`config.mk`:
```
export PLATFORM = sky130hd
export DESIGN_NAME = k_closest_points_top_k_top
export DESIGN_NICKNAME = d
export VERILOG_FILES = /design/src/design/kcp_pkg.sv /design/src/design/kcp_key.sv /design/src/design/kcp_cell.sv /design/src/design/kcp_top.sv
export SDC_FILE = /design/constraint.sdc
export NUM_CORES = 2
export LEC_CHECK = 0
export BUFFER_PORTS_ARGS = -buffer_cell sky130_fd_sc_hd__buf_2
export CAP_MARGIN = 15
export CORE_MARGIN = 2
export CORE_UTILIZATION = 30
export DETAILED_ROUTE_END_ITERATION = 7
export PLACE_DENSITY = 0.49
export REMOVE_ABC_BUFFERS = 1
export SLEW_MARGIN = 20
export SYNTH_ARGS = -nofsm -noshare
export SYNTH_HDL_FRONTEND = slang
export SYNTH_HIERARCHICAL = 1
export SYNTH_SLANG_ARGS = --single-unit
```
`constraint.sdc`:
```
create_clock -name clk -period 28.2 [get_ports clk]
set_clock_uncertainty 0.15 [all_clocks]
set_input_delay 5.64 -clock clk [delete_from_list [all_inputs] [get_ports clk]]
set_output_delay 5.64 -clock clk [all_outputs]
set_load 0.05 [all_outputs]
```
`src/design/kcp_pkg.sv`:
```
// Shared types for the k-closest-points selector.
`timescale 1ns / 1ps

package kcp_pkg;

  // Sort key: squared distance, then x and y with the sign bit flipped
  localparam int KEY_W   = 64;
  localparam int COORD_W = 16;
  localparam int DIST_W  = 32;

  typedef logic [KEY_W-1:0] kcp_key_t;

  // What one cell hands to its upper neighbor
  typedef struct packed {
    kcp_key_t entry;
    logic     gt;
  } kcp_link_t;

  // Point leaving the key pipeline
  typedef struct packed {
    logic     valid;
    logic     last;
    kcp_key_t key;
  } kcp_stage_t;

  typedef enum logic {
    ST_FILL,
    ST_DRAIN
  } kcp_state_t;

endpackage

```
`src/design/kcp_key.sv`:
```
// Two-stage pipeline that turns a point into its sort key.
`timescale 1ns / 1ps

module kcp_key (
  input  logic                        clk,
  input  logic                        rst,
  input  logic                        in_valid,
  input  logic [kcp_pkg::COORD_W-1:0] in_x,
  input  logic [kcp_pkg::COORD_W-1:0] in_y,
  input  logic                        in_last,
  output kcp_pkg::kcp_stage_t         out,
  output logic                        last_pend
);
  import kcp_pkg::*;

  logic                      v1;
  logic                      last1;
  logic [COORD_W-1:0]        x1;
  logic [COORD_W-1:0]        y1;
  logic [DIST_W-2:0]         sqx;
  logic [DIST_W-2:0]         sqy;
  logic signed [DIST_W-1:0]  prod_x;
  logic signed [DIST_W-1:0]  prod_y;
  logic [DIST_W-1:0]         sum_sq;
  logic                      v2;
  logic                      last2;
  kcp_key_t                  key2;

  // Square each coordinate; the result never exceeds 2^30
  assign prod_x = signed'(in_x) * signed'(in_x);
  assign prod_y = signed'(in_y) * signed'(in_y);

  // Sum of squares fits in 32 bits unsigned
  assign sum_sq = {1'b0, sqx} + {1'b0, sqy};

  // Advance valid flags
  always_ff @(posedge clk) begin
    if (rst) begin
      v1 <= 1'b0;
      v2 <= 1'b0;
    end else begin
      v1 <= in_valid;
      v2 <= v1;
    end
  end

  // Stage one: squares
  always_ff @(posedge clk) begin
    last1 <= in_last;
    x1    <= in_x;
    y1    <= in_y;
    sqx   <= prod_x[DIST_W-2:0];
    sqy   <= prod_y[DIST_W-2:0];
  end

  // Stage two: assemble key with sign-flipped coordinates
  always_ff @(posedge clk) begin
    last2 <= last1;
    key2  <= {sum_sq, x1 ^ 16'h8000, y1 ^ 16'h8000};
  end

  assign out.valid = v2;
  assign out.last  = last2;
  assign out.key   = key2;

  // A last point still travels the pipeline
  assign last_pend = (v1 && last1) || (v2 && last2);

endmodule

```
`src/design/kcp_cell.sv`:
```
// One slot of the sorted insertion chain.
`timescale 1ns / 1ps

module kcp_cell #(
  parameter int IDX = 0,
  parameter int CW  = 5
) (
  input  logic                clk,
  input  logic                load,
  input  kcp_pkg::kcp_key_t   key,
  input  logic [CW-1:0]       fill,
  input  kcp_pkg::kcp_link_t  prev,
  output kcp_pkg::kcp_link_t  link
);
  import kcp_pkg::*;

  kcp_key_t entry;
  logic     occupied;
  logic     gt;
  logic     at_end;
  logic     take;
  kcp_key_t src;

  // Occupied slots sit below the fill level
  assign occupied = CW'(IDX) < fill;
  assign gt       = occupied && (entry > key);
  assign at_end   = CW'(IDX) == fill;
  assign take     = gt || at_end;

  // Shift up the lower neighbor's entry, or take the new key at the boundary
  assign src = prev.gt ? prev.entry : key;

  always_ff @(posedge clk) begin
    if (load && take) begin
      entry <= src;
    end
  end

  assign link.entry = entry;
  assign link.gt    = gt;

endmodule

```
`src/design/kcp_top.sv`:
```
// k-closest-points selector: key pipeline, insertion chain and result drain.
// A point passes the key pipeline before it enters the chain; once the
// last point of a set reaches it, the state turns to drain and results are registered.
// One point per cycle within a set; results drain one word per cycle while
// m_tready is high, farthest first. After a last point, input stalls until the drain ends.
// Reset clears the kept count and drain state and sets keep_count to 1.
`timescale 1ns / 1ps

module k_closest_points_top_k_top #(
  parameter int MAX_KEEP = 16
) (
  input  logic        clk,
  input  logic        rst,
  // Configuration: keep_count
  input  logic        cfg_we,
  input  logic [4:0]  cfg_wdata,
  // Input points
  input  logic        s_tvalid,
  output logic        s_tready,
  input  logic [31:0] s_tdata,   // point_x [15:0], point_y [31:16]
  input  logic        s_tlast,   // set_last
  // Results
  output logic        m_tvalid,
  input  logic        m_tready,
  output logic [63:0] m_tdata,   // near_x [15:0], near_y [31:16], near_dist [63:32]
  output logic        m_tlast    // run_last
);
  import kcp_pkg::*;

  localparam int CW = $clog2(MAX_KEEP + 1);
  localparam int KW = (CW > 5) ? CW : 5;
  localparam int IW = (MAX_KEEP > 1) ? $clog2(MAX_KEEP) : 1;

  logic [4:0]       keep_count;
  logic [CW-1:0]    count;
  logic [CW-1:0]    count_next;
  kcp_state_t       state;
  kcp_state_t       state_next;
  kcp_stage_t       ins;
  logic             last_pend;
  logic             in_acc;
  logic [KW-1:0]    k_wide;
  logic [KW-1:0]    max_wide;
  logic [CW-1:0]    k_eff;
  logic [CW-1:0]    c_eff;
  logic [MAX_KEEP-1:0] gt_vec;
  logic             any_gt;
  logic             ins_take;
  kcp_link_t        link [MAX_KEEP+1];
  kcp_key_t         ent [MAX_KEEP];
  logic [CW-1:0]    cnt_m1;
  logic [IW-1:0]    rd_idx;
  kcp_key_t         rd_ent;
  logic             out_load;
  logic             out_valid;
  logic [63:0]      out_data;
  logic             out_last;

  // Configuration register
  always_ff @(posedge clk) begin
    if (rst) begin
      keep_count <= 5'd1;
    end else if (cfg_we) begin
      keep_count <= cfg_wdata;
    end
  end

  // Accept points while filling and no last point is in flight
  assign s_tready = (state == ST_FILL) && !last_pend;
  assign in_acc   = s_tvalid && s_tready;

  kcp_key u_key (
    .clk      (clk),
    .rst      (rst),
    .in_valid (in_acc),
    .in_x     (s_tdata[15:0]),
    .in_y     (s_tdata[31:16]),
    .in_last  (s_tlast),
    .out      (ins),
    .last_pend(last_pend)
  );

  // Effective k and fill level, saturated to the chain length
  assign k_wide   = KW'(keep_count);
  assign max_wide = KW'(MAX_KEEP);
  assign k_eff    = (k_wide > max_wide) ? CW'(max_wide) : CW'(k_wide);
  assign c_eff    = (count > k_eff) ? k_eff : count;

  // Insertion chain
  assign link[0].entry = '0;
  assign link[0].gt    = 1'b0;

  for (genvar i = 0; i < MAX_KEEP; i++) begin : g_cell
    kcp_cell #(
      .IDX(i),
      .CW (CW)
    ) u_cell (
      .clk (clk),
      .load(ins_take),
      .key (ins.key),
      .fill(c_eff),
      .prev(link[i]),
      .link(link[i+1])
    );
    assign gt_vec[i] = link[i+1].gt;
    assign ent[i]    = link[i+1].entry;
  end

  // Store sorted ascending, so any larger entry means the top one is larger
  assign any_gt   = |gt_vec;
  assign ins_take = ins.valid && (k_eff != '0) && ((c_eff < k_eff) || any_gt);

  // Read the farthest remaining entry
  assign cnt_m1 = count - CW'(1);
  assign rd_idx = cnt_m1[IW-1:0];
  assign rd_ent = ent[rd_idx];

  // Next state, fill level and output load
  always_comb begin
    state_next = state;
    count_next = count;
    out_load   = 1'b0;
    case (state)
      ST_FILL: begin
        if (ins.valid) begin
          count_next = (ins_take && (c_eff < k_eff)) ? c_eff + CW'(1) : c_eff;
          if (ins.last) begin
            state_next = ST_DRAIN;
          end
        end
      end
      ST_DRAIN: begin
        if (count == '0) begin
          state_next = ST_FILL;
        end else if (!out_valid || m_tready) begin
          out_load   = 1'b1;
          count_next = cnt_m1;
        end
      end
      default: begin
        state_next = ST_FILL;
      end
    endcase
  end

  always_ff @(posedge clk) begin
    if (rst) begin
      state <= ST_FILL;
      count <= '0;
    end else begin
      state <= state_next;
      count <= count_next;
    end
  end

  // Output register
  always_ff @(posedge clk) begin
    if (rst) begin
      out_valid <= 1'b0;
    end else if (out_load) begin
      out_valid <= 1'b1;
    end else if (m_tready) begin
      out_valid <= 1'b0;
    end
  end

  always_ff @(posedge clk) begin
    if (out_load) begin
      out_data <= {rd_ent[63:32], rd_ent[15:0] ^ 16'h8000, rd_ent[31:16] ^ 16'h8000};
      out_last <= (count == CW'(1));
    end
  end

  assign m_tvalid = out_valid;
  assign m_tdata  = out_data;
  assign m_tlast  = out_last;

`ifndef NO_ASSERTIONS
  // No point enters while results drain
  a_no_in_drain: assert property (@(posedge clk) disable iff (rst)
    state == ST_DRAIN |-> !s_tready)
    else $error("input accepted during drain");

  // Fill level never exceeds the chain
  a_count_max: assert property (@(posedge clk) disable iff (rst)
    count <= CW'(MAX_KEEP))
    else $error("kept count above chain length");

  // A last point reaching the chain starts the drain
  a_last_drain: assert property (@(posedge clk) disable iff (rst)
    (state == ST_FILL && ins.valid && ins.last) |=> state == ST_DRAIN)
    else $error("last point did not start drain");

  // The final result word leaves the store empty
  a_last_empty: assert property (@(posedge clk) disable iff (rst)
    out_load && (count == CW'(1)) |=> count == '0)
    else $error("store not cleared after final word");
`endif

endmodule
```
==> results.md <==
* Status: complete, no violations
* Worst-Margin Slew at 1.28 ns
* CP max FO at 18
* Starting density of the core at 0.301
* Worst Path Arrival at 12.43 ns
* HP Class: reg -> reg
* Unique cell type count in the Yosys netlist at 120
* Clk Latency, worst-skew pair at 0.84 ns
* Final setup fails at 0
* Root buf cell: clkbuf_16
* TNS Setup at 0 ns
* Final #Nets at 11800
* Final Hold Viols at 0
* Placed cell area at 107000 um^2
* Mapped Cells at 9993
* Syn. warnings at 6
* Startpoint class of the critical path: primary input
* Fraction of registers with async set/reset at 0
* Power per cell area at 95.9 nW/um^2
* Hold-fix buffers at CTS at 0
* Post-synth top area share at 0.326
* Routed Antenna Nets at 0
* Die Y at 583 um
* Worst VDD drop at 0.167 mV
* WL/cell at 21.0 um
* Slew Viols, Final at 0
* Setup Fix Bufs, Post-CTS at 0
* CTS H-Tree Depth at 4
* Placer Congestion at 0.886
* CTS tree: yes
* Slew margin rel. at 0.143
* Vias in the first global route at 75400
* Ratio of cells with drive above 1 in the final layout at 0.0954
* Die area at around 340000 um^2
* Synth Cell Area at around 100000 um^2
* Power Total at 0.0107 W
* Final WL at 307 mm
* Area grow syn2layout at 11.1%
* CP Capture Type: flop
* Pleak at 46.2 nW
* Grt ovf at 0
* RSZ-0062 raised after global routing: false
* Syn_area_per_cell at roughly 10 um^2
* IO Pins at 110
* CTS max path bufs at 4
* Largest net degree at the start of global routing at 141
* Post-synthesis adder-cell area fraction at 0.246
* Dominant synthesized flop cell: edfxtp_1
* Post-synthesis mux area share at 0.0748
* Worst hold margin at between 0.15 and 0.2 ns
* Critical path type: in -> reg
* Synth area leaders: edfxtp_1 33%, ha_1 15%, fa_1 9.2%
* Largest family of logic cells by synthesized area: adder cells
* Post-synthesis simple-gate area fraction at 0.108
* Die width at 583 um
* # Max-Cap Violations at 0
* Xor/xnor share of the synthesized area at 0.00984
* Total Routing Usage GR at 0.178
* FMAX at 0.0842 GHz
* Post-synthesis sequential area ratio at 0.360
* CTS Buf Count at 166
* Fin crit period at 11.87 ns
* Number of synthesized flops with an enable pin at 1089
* Cell row count at 212
* Initial DRT Pass Iterations at 5
* Initial DRC count at between 5000 and 6000
* Final HPWL DP at 249 mm
* Design Area, Final at 112000 um^2
* IO buf count at 109
* CORE AREA at around 330000 um^2
* CTS Sinks at about 1300
* Initial antenna violation count at 25
* DR vias/cell at just over 5
* DR vias at 73400
* Synth area leader: edfxtp_1
* Compound-gate portion of the synthesized area at 0.120
* Post-cts sizing count at 0
* Clk slew on worst S/H paths at roughly 0.06 ns
* Fin crit share at 0.421
* Post-route DRC at 0
* First-pass GRT wire length at 461 mm
* Synthesis-stage register bit count at 1259
* Crit path required time at 28.75 ns
final cells by class:
class                      count  area, um^2
inverter                    1770        6640
clock buffer                 233        4590
antenna                        7        17.5
multi-input combinational   6660       56900
tap                         4387        5490
sequential                  1259       36100
clock inverter                54         415
timing repair buffer         233        1490
fill                       33600      222000
sequential cells by signal (all words and copies together), names as in the netlist, 5 cells and up:
register	count
k_wide	5
u_key/y1	15
m_tdata	64
count	5
u_key/key2	64
u_key/sqx	30
g_cell.u_cell/entry	1024
u_key/sqy	30
u_key/x1	15
path summary, 6_finish.rpt:
path	startpoint	endpoint	slack [ns]	cells after the start
hold reg to reg	u_key/x1[7]	u_key/key2[23]	0.18	0
setup / recovery	s_tdata[31]	u_key/sqy[29]	16.33	23
hold / removal	u_key/x1[7]	u_key/key2[23]	0.18	0
setup reg to reg	u_key/key2[55]	g_cell[14].u_cell/entry[55]	20.86	16
through the flow:
step	utilization	cells	worst slack, ns
floorplan	-	9689	1.11
global placement	0.320	14300	15.29
detailed placement	0.320	14300	15.48
CTS	0.335	14600	16.34
global route	0.335	14600	15.77
finish	0.335	14600	16.33
where the power goes:
group / leakage [nW] / internal (W) / switching (W)
Clock: 2.45 / 0.00117 / 0.000850
Sequential: 11.2 / 0.00236 / 0.000151
Combinational: 32.5 / 0.00242 / 0.00375
cells in the mapped netlist (34+ instances only):
cell type and number:
a21oi_1 518, o211ai_1 34, xnor2_1 79, ha_1 1236
nand3_1 97, nor2b_1 40, nor3_1 67, o21ai_1 129
o21ai_0 1061, dfxtp_1 170, a221oi_1 38, nand4_1 184
a21o_1 61, inv_1 1765, edfxtp_1 1089, mux4_2 320
and2_1 70, nor4_1 34, nand2_1 1463, fa_1 461
nor2_1 193, buf_2 37, a211oi_1 46, clkbuf_1 297
layout by cell type, fill, tap and decap left out, types with 122 or more instances in the layout:
master / netlist / layout
nor2_1: 193 / 193
nand2_1: 1463 / 1463
a21oi_1: 518 / 513
mux4_2: 320 / 320
inv_1: 1765 / 1765
dfxtp_1: 170 / 169
clkbuf_16: 0 / 169
o21ai_0: 1061 / 1057
o21ai_1: 129 / 132
edfxtp_1: 1089 / 1089
nand4_1: 184 / 184
ha_1: 1236 / 1235
fa_1: 461 / 461
buf_4: 21 / 122
layer usage:
| layer | track usage | wire length, um | up-vias |
|---|---|---|---|
| met1 | 0.230 | 131000 | 36200 |
| met2 | 0.308 | 149000 | 1939 |
| met5 | 0.00340 | 186 | - |
| met3 | 0.0269 | 18600 | 375 |
| li1 | - | - | 34900 |
| met4 | 0.0477 | 8630 | 4 |
cell families after synthesis:
| kind of cell | count (synthesis) |
|---|---|
| AO/OA/AOI/OAI | 2115 |
| multiplexers | 348 |
| flip-flops | 1259 |
| XOR/XNOR | 112 |
| AND/OR/NAND/NOR | 2323 |
| other | 1 |
| buffers and inverters | 2138 |
| adder cells (fa/ha/maj) | 1697 |
worst max-delay path: stages:
cell and delay, ns:
buf_2 0.32, clkinv_1 0.58, nor2_1 0.40, fa_1 0.53, inv_1 0.24, fa_1 0.43
inv_1 0.09, fa_1 0.43, fa_1 0.49, fa_1 0.55, inv_1 0.05, fa_1 0.53
inv_1 0.04, ha_1 0.35, a21o_1 0.19, a21oi_1 0.14, nor2b_1 0.08, or4_1 0.42
o31ai_2 0.32, o2111ai_1 0.22, nor3_1 0.16, a21oi_1 0.07, xor2_1 0.15
No activity file was read; power rests on OpenSTA's default activity.
